==> src/rtl/bale_pkg.sv <==
package bale_pkg;

  localparam int unsigned Capacity = 8;
  localparam int unsigned IdxW = (Capacity > 1) ? $clog2(Capacity) : 1;
  localparam int unsigned LenW = $clog2(Capacity + 1);

  typedef enum logic [2:0] {
    REQ_APPEND     = 3'd0,
    REQ_INSERT_AT  = 3'd1,
    REQ_REMOVE_ONE = 3'd2,
    REQ_REMOVE_AT  = 3'd3,
    REQ_REMOVE_ALL = 3'd4,
    REQ_ADD_TERM   = 3'd5,
    REQ_SUM        = 3'd6,
    REQ_GET        = 3'd7
  } req_e;

  typedef enum logic [1:0] {
    ST_OK       = 2'd0,
    ST_FULL     = 2'd1,
    ST_RANGE    = 2'd2,
    ST_NOTFOUND = 2'd3
  } status_e;

  typedef struct packed {
    logic [2:0]         req_type;
    logic signed [31:0] value;
    logic [3:0]         position;
  } req_t;

  typedef struct packed {
    logic signed [31:0] result_value;
    logic [3:0]         found_position;
    logic [3:0]         match_count;
    logic [1:0]         status;
    logic [3:0]         list_length;
  } rsp_t;

endpackage

==> src/rtl/bounded_array_list_engine_top.sv <==
// Channel | Direction | Payload              | Handshake
// req     | in        | bale_pkg::req_t      | req_valid_i / req_ready_o
// rsp     | out       | bale_pkg::rsp_t      | rsp_valid_o / rsp_ready_i
// One request at a time. Each walk reads one entry per cycle through the
// registered RAM read port, and the response is registered once the walk ends.
// Reset clears the length and the control; entries stay undefined.
// A waiting response holds in its register and blocks req_ready_o; the next
// request beat lands in the cycle after the response beat at the earliest.
module bounded_array_list_engine_top (
  input  logic           clk_i,
  input  logic           rst_ni,
  input  logic           req_valid_i,
  output logic           req_ready_o,
  input  bale_pkg::req_t req_i,
  output logic           rsp_valid_o,
  input  logic           rsp_ready_i,
  output bale_pkg::rsp_t rsp_o
);

  typedef enum logic [2:0] {
    S_IDLE = 3'b001,
    S_WALK = 3'b010,
    S_DONE = 3'b100
  } state_e;

  localparam int unsigned IdxW = bale_pkg::IdxW;
  localparam int unsigned LenW = bale_pkg::LenW;

  state_e               state_q, state_d;
  logic [LenW-1:0]      len_q, len_d;
  bale_pkg::req_t       req_q;
  logic [LenW-1:0]      rd_q, rd_d;   // next read index
  logic [LenW-1:0]      wr_q, wr_d;   // compaction write index
  logic [LenW-1:0]      end_q, end_d; // walk end
  logic                 first_q, first_d;
  logic                 hit_q, hit_d;
  logic [LenW-1:0]      cnt_q, cnt_d;
  logic [LenW-1:0]      fpos_q, fpos_d;
  logic [31:0]          acc_q, acc_d;
  logic [31:0]          prev_q, prev_d;
  logic [1:0]           st_q, st_d;
  logic                 rsp_valid_q;
  bale_pkg::rsp_t       rsp_q;

  logic                 we;
  logic [IdxW-1:0]      waddr, raddr;
  logic [31:0]          wdata, rdata;
  logic                 rvalid_q, rvalid_d;
  logic [LenW-1:0]      ridx_q;

  logic [LenW-1:0]      pos_ext;
  logic                 pos_ok, full;
  logic                 accept;

  bale_ram #(.Depth(bale_pkg::Capacity), .AddrW(IdxW)) u_ram (
    .clk_i  (clk_i),
    .we_i   (we),
    .waddr_i(waddr),
    .wdata_i(wdata),
    .raddr_i(raddr),
    .rdata_o(rdata)
  );

  assign req_ready_o = (state_q == S_IDLE) && !rsp_valid_q;
  assign accept      = req_valid_i && req_ready_o;
  assign rsp_valid_o = rsp_valid_q;
  assign rsp_o       = rsp_q;

  assign pos_ext = LenW'(req_q.position);
  assign pos_ok  = (req_q.position != 4'd0) && (5'(req_q.position) <= 5'(len_q));
  assign full    = (len_q == LenW'(bale_pkg::Capacity));

  always_comb begin
    state_d  = state_q;
    len_d    = len_q;
    rd_d     = rd_q;
    wr_d     = wr_q;
    end_d    = end_q;
    first_d  = first_q;
    hit_d    = hit_q;
    cnt_d    = cnt_q;
    fpos_d   = fpos_q;
    acc_d    = acc_q;
    prev_d   = prev_q;
    st_d     = st_q;
    rvalid_d = 1'b0;
    we       = 1'b0;
    waddr    = '0;
    wdata    = req_q.value;
    raddr    = rd_q[IdxW-1:0];
    case (state_q)
      S_IDLE: begin
        if (accept) begin
          state_d = S_WALK;
          first_d = 1'b1;
        end
      end
      S_WALK: begin
        if (first_q) begin
          first_d = 1'b0;
          hit_d   = 1'b0;
          cnt_d   = '0;
          fpos_d  = '0;
          acc_d   = '0;
          st_d    = bale_pkg::ST_OK;
          rd_d    = '0;
          wr_d    = '0;
          end_d   = len_q;
          case (bale_pkg::req_e'(req_q.req_type))
            bale_pkg::REQ_APPEND: begin
              if (full) begin
                st_d = bale_pkg::ST_FULL;
              end else begin
                we    = 1'b1;
                waddr = len_q[IdxW-1:0];
                len_d = len_q + 1'b1;
              end
              state_d = S_DONE;
            end
            bale_pkg::REQ_INSERT_AT: begin
              if (full) begin
                st_d    = bale_pkg::ST_FULL;
                state_d = S_DONE;
              end else if (!pos_ok) begin
                st_d    = bale_pkg::ST_RANGE;
                state_d = S_DONE;
              end else begin
                rd_d  = pos_ext - 1'b1;
                wr_d  = pos_ext - 1'b1;
                end_d = len_q;
                // carry the new word in prev; shift it upward
                prev_d = req_q.value;
              end
            end
            bale_pkg::REQ_REMOVE_ONE: begin
              if (len_q == '0) st_d = bale_pkg::ST_NOTFOUND;
            end
            bale_pkg::REQ_REMOVE_AT, bale_pkg::REQ_GET: begin
              if (!pos_ok) begin
                st_d    = bale_pkg::ST_RANGE;
                state_d = S_DONE;
              end else begin
                rd_d = pos_ext - 1'b1;
              end
            end
            default: ;
          endcase
          if (state_d == S_WALK) begin
            raddr    = rd_d[IdxW-1:0];
            rvalid_d = (rd_d < end_d);
            rd_d     = rd_d + 1'b1;
            if (rd_d > end_d && bale_pkg::req_e'(req_q.req_type) != bale_pkg::REQ_INSERT_AT)
              state_d = S_DONE;
          end
        end else begin
          if (rvalid_q) begin
            case (bale_pkg::req_e'(req_q.req_type))
              bale_pkg::REQ_INSERT_AT: begin
                we     = 1'b1;
                waddr  = ridx_q[IdxW-1:0];
                wdata  = prev_q;
                prev_d = rdata;
              end
              bale_pkg::REQ_REMOVE_ONE, bale_pkg::REQ_REMOVE_AT: begin
                if (hit_q) begin
                  we    = 1'b1;
                  waddr = IdxW'(ridx_q - 1'b1);
                  wdata = rdata;
                end else if ((bale_pkg::req_e'(req_q.req_type) == bale_pkg::REQ_REMOVE_AT)
                             || (rdata == req_q.value)) begin
                  hit_d  = 1'b1;
                  acc_d  = rdata;
                  if (bale_pkg::req_e'(req_q.req_type) == bale_pkg::REQ_REMOVE_ONE)
                    fpos_d = ridx_q + 1'b1;
                end
              end
              bale_pkg::REQ_REMOVE_ALL: begin
                if (rdata == req_q.value) begin
                  cnt_d = cnt_q + 1'b1;
                end else begin
                  we    = 1'b1;
                  waddr = wr_q[IdxW-1:0];
                  wdata = rdata;
                  wr_d  = wr_q + 1'b1;
                end
              end
              bale_pkg::REQ_ADD_TERM: begin
                we    = 1'b1;
                waddr = ridx_q[IdxW-1:0];
                wdata = rdata + req_q.value;
              end
              bale_pkg::REQ_SUM: acc_d = acc_q + rdata;
              bale_pkg::REQ_GET: acc_d = rdata;
              default: ;
            endcase
          end
          if (bale_pkg::req_e'(req_q.req_type) == bale_pkg::REQ_GET
              || bale_pkg::req_e'(req_q.req_type) == bale_pkg::REQ_APPEND) begin
            state_d = S_DONE;
          end else if (rd_q < end_q) begin
            rvalid_d = 1'b1;
            rd_d     = rd_q + 1'b1;
          end else if (bale_pkg::req_e'(req_q.req_type) == bale_pkg::REQ_INSERT_AT
                       && !rvalid_q && rd_q == end_q) begin
            // last word lands one past the old end
            we      = 1'b1;
            waddr   = end_q[IdxW-1:0];
            wdata   = prev_q;
            len_d   = len_q + 1'b1;
            state_d = S_DONE;
          end else if (!rvalid_q) begin
            state_d = S_DONE;
            case (bale_pkg::req_e'(req_q.req_type))
              bale_pkg::REQ_REMOVE_ONE: begin
                if (hit_q) len_d = len_q - 1'b1;
                else st_d = bale_pkg::ST_NOTFOUND;
              end
              bale_pkg::REQ_REMOVE_AT: len_d = len_q - 1'b1;
              bale_pkg::REQ_REMOVE_ALL: len_d = wr_q;
              default: ;
            endcase
          end
        end
      end
      S_DONE: state_d = S_IDLE;
      default: state_d = S_IDLE;
    endcase
  end

  always_ff @(posedge clk_i or negedge rst_ni) begin
    if (!rst_ni) begin
      state_q     <= S_IDLE;
      len_q       <= '0;
      rvalid_q    <= 1'b0;
      rsp_valid_q <= 1'b0;
      first_q     <= 1'b0;
    end else begin
      state_q  <= state_d;
      len_q    <= len_d;
      rvalid_q <= rvalid_d;
      first_q  <= first_d;
      if (state_q == S_DONE) begin
        rsp_valid_q <= 1'b1;
      end else if (rsp_ready_i) begin
        rsp_valid_q <= 1'b0;
      end
    end
  end

  always_ff @(posedge clk_i) begin
    if (accept) req_q <= req_i;
    ridx_q <= rvalid_d ? rd_d - 1'b1 : rd_q;
    rd_q   <= rd_d;
    wr_q   <= wr_d;
    end_q  <= end_d;
    hit_q  <= hit_d;
    cnt_q  <= cnt_d;
    fpos_q <= fpos_d;
    acc_q  <= acc_d;
    prev_q <= prev_d;
    st_q   <= st_d;
    if (state_q == S_DONE) begin
      rsp_q.result_value   <= acc_q;
      rsp_q.found_position <= 4'(fpos_q);
      rsp_q.match_count    <= 4'(cnt_q);
      rsp_q.status         <= st_q;
      rsp_q.list_length    <= 4'(len_q);
    end
  end

endmodule

==> src/rtl/bale_ram.sv <==
module bale_ram #(
  parameter int unsigned Depth = 8,
  parameter int unsigned AddrW = 3
) (
  input  logic              clk_i,
  input  logic              we_i,
  input  logic [AddrW-1:0]  waddr_i,
  input  logic [31:0]       wdata_i,
  input  logic [AddrW-1:0]  raddr_i,
  output logic [31:0]       rdata_o
);

  logic [31:0] mem_q [Depth];

  always_ff @(posedge clk_i) begin
    if (we_i) begin
      mem_q[waddr_i] <= wdata_i;
    end
    rdata_o <= mem_q[raddr_i];
  end

endmodule

==> config.mk <==
export PLATFORM = sky130hd
export DESIGN_NAME = bounded_array_list_engine_top
export DESIGN_NICKNAME = d
export VERILOG_FILES = /design/src/rtl/bale_pkg.sv /design/src/rtl/bounded_array_list_engine_top.sv /design/src/rtl/bale_ram.sv
export SDC_FILE = /design/constraint.sdc
export NUM_CORES = 1
export LEC_CHECK = 0
export BUFFER_PORTS_ARGS = -buffer_cell sky130_fd_sc_hd__buf_4
export CORE_ASPECT_RATIO = 0.5
export CORE_MARGIN = 2
export CORE_UTILIZATION = 50
export DETAILED_ROUTE_END_ITERATION = 10
export GPL_TIMING_DRIVEN = 0
export PLACE_DENSITY = 0.64
export SYNTH_ARGS = -nofsm -noshare
export SYNTH_HDL_FRONTEND = slang
export SYNTH_SLANG_ARGS = --single-unit
==> constraint.sdc <==
create_clock -name clk_i -period 10 [get_ports clk_i]
set_input_delay 2.5 -clock clk_i [delete_from_list [all_inputs] [get_ports clk_i]]
set_output_delay 2.5 -clock clk_i [all_outputs]
set_load 0.01 [all_outputs]
; Word level (Yosys, flattened, before mapping)
; Memories as Yosys holds them, arrays and structs flattened. A register that Yosys moved wholly into a read port is not among the register bits.
; Index checks and enable logic that the tools add are counted.
[op_classes]
addsub = 12
mul = 0
div_mod_pow = 0
magnitude_cmp = 4
n_eq_ne = 31
shift = 0
muxes = 120
bitwise_logic = 0
n_reduce_logical = 37
[op_table]
columns = operator, n
row1 = two-way mux 32 bit, 17
row2 = two-way mux 4 bit, 33
row3 = case mux 32 bit (4 select lines), 1
row4 = case mux 32 bit (3 select lines), 1
row5 = two-way mux 3 bit, 25
row6 = adder 32 bit, 2
row7 = equality test 32 bit, 1
row8 = two-way mux 1 bit, 25
row9 = adder 4 x 1 -> 4 bit (second input constant), 6
row10 = two-way mux 2 bit, 10
row11 = case mux 3 bit (3 select lines), 2
row12 = inequality test 2 bit (second input constant), 8
row13 = nonzero test 2 bit, 8
row14 = equality test 3 bit (second input constant), 5
row15 = equality test 3 x 2 -> 1 bit (second input constant), 4
row16 = case mux 4 bit (3 select lines), 1
row17 = subtractor 4 x 1 -> 4 bit (second input constant), 3
row18 = AND reduction 5 bit, 2
row19 = < comparator 4 bit, 2
row20 = case mux 2 bit (4 select lines), 1
row21 = case mux 4 bit (2 select lines), 1
row22 = AND reduction 4 bit, 2
row23 = AND reduction 8 bit, 1
row24 = nonzero test 4 bit, 2
row25 = other kinds (27), 41
[totals]
regBits = 186
latch_bits = 0
mem_bits_rw = 256
romBits = 0
in_bits = 43
n_memories = 1
[mem_list]
columns = name, depth, word_bits, read_ports, rd_clocked_by_memory_dff, wr, line_no
row1 = u_ram.mem_q, 8, 32, 1, 1, 1, bale_ram.sv:13  ; logic [31:0] mem_q [Depth];

; Depth between registers and ports, before layout
[depth]
depth_word = 14
ltp_mapped = 19
depth_no_buf = 19

; Hierarchy
; A second synthesis with hierarchy kept.
[unflattened]
hier_cells = 1706
hier_area_um2 = 23080.9
[modules_own_cells]
columns = module, n_inst, cells_per_inst, area_each_um2, seq_area_each_um2
row1 = bounded_array_list_engine_top, 1, 1291, 12614.6, 5456.5
row2 = bale_ram, 1, 415, 10466.3, 8328.0

; Worst setup path after synthesis
; OpenSTA, ideal clock, no wires.
[synth_path]
path_kind = register to register
startpoint = register len_q[1]
endpoint = register prev_q[0], enable pin
arrival_time_ns = 4.842
required_time_ns = 9.499
slack_ns = 4.656
path_stages_with_launch = 10
path_buffers = 0
period_less_slack_ns = 5.344
cell_sequence = dfrtp_1 -> inv_1 -> ha_1 -> nor2b_1 -> o21a_1 -> o21a_1 -> o21a_4 -> nor4_1 -> a21oi_1 -> nor4_1
[synth_between]
elab_chain_cells = 4
[synth_lines]
columns = element, line_no
row1 = start: declaration, bounded_array_list_engine_top.sv:30  ; logic [LenW-1:0] len_q, len_d;
row2 = start signal: assignment, bounded_array_list_engine_top.sv:239  ; len_q <= len_d;
row3 = less-or-equal comparator 4 bit, bounded_array_list_engine_top.sv:70  ; assign pos_ok = (req_q.position != 4'd0) && (5'(req_q.position) <= 5'(len_q));
row4 = logical AND 1 bit, bounded_array_list_engine_top.sv:70
row5 = inequality test 2 x 1 -> 1 bit (no line), n/a
row6 = AND reduction 5 bit (no line) *, n/a
row7 = end signal: assignment, bounded_array_list_engine_top.sv:260  ; prev_q <= prev_d;
row8 = end: declaration, bounded_array_list_engine_top.sv:40  ; logic [31:0] prev_q, prev_d;
; Mark *: on every way between the ends. The rest lies on a longest branch, timed or not.
; A chain may end at the register's enable or synchronous reset.

; Worst setup path in the final report
[layout_path]
startpoint = register u_ram.rdata_o[30] (read register of u_ram.mem_q)
endpoint = memory u_ram.mem_q[6][30], enable pin
[layout_between]
elab_chain_cells = 11
[layout_lines]
columns = element, line_no
row1 = start: declaration, bale_ram.sv:10  ; output logic [31:0] rdata_o
row2 = equality test 32 bit *, bounded_array_list_engine_top.sv:178  ; if (rdata == req_q.value) begin
row3 = two-way mux 1 bit, bounded_array_list_engine_top.sv:178
row4 = case mux 1 bit (3 select lines), bounded_array_list_engine_top.sv:157  ; case (bale_pkg::req_e'(req_q.req_type))
row5 = two-way mux 1 bit, bounded_array_list_engine_top.sv:156  ; if (rvalid_q) begin
row6 = two-way mux 1 bit, bounded_array_list_engine_top.sv:203  ; end else if (bale_pkg::req_e'(req_q.req_type) == bale_pkg::REQ_INSERT_AT
row7 = two-way mux 1 bit, bounded_array_list_engine_top.sv:200  ; end else if (rd_q < end_q) begin
row8 = two-way mux 1 bit, bounded_array_list_engine_top.sv:197  ; if (bale_pkg::req_e'(req_q.req_type) == bale_pkg::REQ_GET
row9 = two-way mux 1 bit, bounded_array_list_engine_top.sv:99  ; if (first_q) begin
row10 = two-way mux 1 bit, bounded_array_list_engine_top.sv:91  ; case (state_q)
row11 = two-way mux 1 bit, bale_ram.sv:16  ; if (we_i) begin
row12 = two-way mux 1 bit (implied by the code), bale_ram.sv:17  ; mem_q[waddr_i] <= wdata_i;
row13 = end: declaration, bale_ram.sv:13
; Marks and branches as above.

==> impl_metrics.yaml <==
setup_path:
  cp-end-kind: "flop"
  cp_top_family: "simple AND/OR/NAND/NOR gates"
  startpoint_type: "flop"
  crit_path_max_incr_delay_ns: 0.71
  path_cells: "ha_1 > nor4_1 > nand4_1 > or3_1 > clkbuf_1 > nand3_1 > a21o_1 > a221oi_1 > nor3b_1 > nand2_1 > nor2_4 > buf_16"
  criticalPathCategory: "reg2reg"
  critPathRequiredTime_ns: 10.30
  crit_arrival_ns: 5.27
  path_max_fanout: 19
  critPathBufInv: 2
  critPathSlowestCell: "nor3b_1"
cells_and_area:
  final_common_cell: "edfxtp_1"
  final_cell_mix: "edfxtp_1 (424), nand2_1 (139), a21oi_1 (122)"
  synthToLayoutAreaGrowth_pct: 13.8
  drive_above_1_share: 0.185
  antenna-diode-count: 0
  fin_nets: 2134
synthesis:
  synth-compound-area-share: 0.153
  synth-edff-count: 424
  synth-simple-area-share: 0.0936
  synth_mux_area_frac: 0.0659
  synthAdderAreaFrac: 0.0494
  async_flop_share: 0.0211
  syn_avg_cell_area_um2: 12.6
  ys_seq_area_frac: 0.590
  synth_top_family_by_area: "compound AO/OA/AOI/OAI gates"
  synth_top_area_frac: 0.545
  synth_cell_types: 88
  synth_seq_cells: 474
  ys.warnings.count: 0
  syn-cell-area_um2: 23400
  netlist_top_cells_area: "edfxtp_1 (55%), ha_1 (4.8%), mux2_2 (4.5%), dfxtp_1 (3.4%), a21oi_1 (2.6%)"
  synth_top_area_cell: "edfxtp_1"
  syn_nets: 1982
  synth_ff_type: "edfxtp_1"
  yosys.area_share.xor_xnor: 0.0225
  netlist_instances: 1848
clocking:
  clock_latency_ns: 0.60
  cts-root-buf: "clkbuf_16"
  cts_tree: "yes"
  postCtsSetupBuffers: 0
  clkTransAtPathRegs_ns: 0.07
  hold_buffers: 0
  h-tree-depth: 2
  clock-sinks: 474
  post_cts_resized: 0
  cts.path.max_buffers: 3
  cts_buffers: 42
timing:
  finalSetupTns_ns: 0
  min_period_over_period: 0.497
  final.setup_skew_ns: 0.0256
  max-slew-margin-rel: 0.0435
  rsz0062_at_grt: "false"
  slew_violations: 0
  setup-violations-final: 0
  tightest_slew_ns: 1.42
  fmax_mhz: 201
  final_hold_viol_count: 0
  period_needed_ns: 4.97
worst_hold_path:
  hp-class: "reg2reg"
grt:
  grt_first_pass_wirelength_mm: 96.2
  grt_use_total: 0.271
  grt_pass1_vias: 15300
  overflow: 0
  grt_max_degree: 41
  antenna_found_initial: 1
floorplan:
  ios: 91
  die-area_um2: 48600
  die_x_um: 310
  rows: 55
  die_h_um: 157
  coreArea_um2: 45600
  initial_core_util: 0.512
power:
  vdd_drop_max_mv: 0.141
  design_power_total_mw: 7.87
  power.leakage_nw: 9.32
  power_density_nw_per_um2: 296
routing:
  drtAntennaViolNets: 0
  drtPass1Iterations: 5
  routed_via_density: 6.06
  totalWireLength_mm: 65.5
  vias: 16100
  wl_per_cell_um: 24.6
  initialDrtViolationCount: 1801
  drc: 0
placement:
  gp_congestion: 0.970
  port_buffers: 90
  hpwl_mm: 47.4
status:
  status: "complete, no violations"
job:
  max_cap_violations: 0
[final timing paths]
kind                                    from                  to  slack, ns  cells past startpoint
max                        u_ram.rdata_o[30]  u_ram.mem_q[6][30]       5.03                     12
min in group asynchronous             rst_ni            rvalid_q       1.74                      1
max in group asynchronous             rst_ni          state_q[0]       8.03                      1
max reg2reg                u_ram.rdata_o[30]  u_ram.mem_q[6][30]       5.03                     12
min                                fpos_q[0]           rsp_o[10]       0.42                      0
min reg2reg                        fpos_q[0]           rsp_o[10]       0.42                      0
[routing by layer]
metal | GRT usage | routed length, um
met1 | 0.409 | 30500
met2 | 0.396 | 27600
met3 | 0.0630 | 6310
met4 | 0.0608 | 1110
met5 | 0 | 0
[cell usage after synthesis (32+ instances only)]
library cell and count:
edfxtp_1 424, nor2_1 113, a21oi_1 122, ha_1 89, clkbuf_1 43, o22ai_1 38
a211oi_2 32, nor2b_1 45, xnor2_1 43, dfxtp_1 40, nand2_1 139, mux2i_1 47
mux2_2 94, inv_1 47, a211oi_1 46, o21ai_0 69
[cells by family after synthesis]
group / after synthesis
xor gates and xnor gates: 60
DFF: 474
AOI/OAI and AO/OA: 500
muxes: 142
and+or+nand+nor: 444
adders and majority gates: 91
buffers and inverters: 137
[state kept, by name, summed over array words and instances, names as in the netlist, 2 cells and up]
name / count
ridx_q: 4
u_ram.rdata_o: 32
prev_q: 32
fpos_q: 4
acc_q: 32
st_q: 2
wr_q: 4
rd_q: 4
req_q: 35
pos_ext: 4
end_q: 4
rsp_o: 46
cnt_q: 4
state_q: 3
u_ram.mem_q: 256
len_q: 4
[where the power goes]
part | leakage (nW) | internal [mW] | switching [mW]
Sequential | 4.31 | 2.49 | 0.379
Clock | 0.671 | 0.901 | 0.763
Combinational | 4.34 | 1.32 | 2.02
[stage by stage]
stage	hold WS (ns)	utilization	cell area, um^2	worst slack, ns	std cells
2_1_floorplan	0.400	-	23400	4.66	1848
3_3_place_gp	0.404	0.544	24800	1.76	2565
3_5_place_dp	0.409	0.552	25200	5.20	2582
4_1_cts	0.425	0.583	26600	5.17	2659
5_1_grt	0.441	0.583	26600	4.86	2660
6_report	0.423	0.583	26600	5.03	2660
[area by class of cell]
| class | instances | area (um^2) |
|---|---|---|
| repair buffers | 108 | 965 |
| clock inverters | 18 | 206 |
| flip-flops and latches | 474 | 13800 |
| well taps | 627 | 785 |
| plain buffers | 87 | 419 |
| inverters | 50 | 188 |
| multi-input cells | 1237 | 9050 |
| clock buffers | 59 | 1200 |
| fillers | 3709 | 19000 |
No activity file was read; power rests on OpenSTA's default activity.
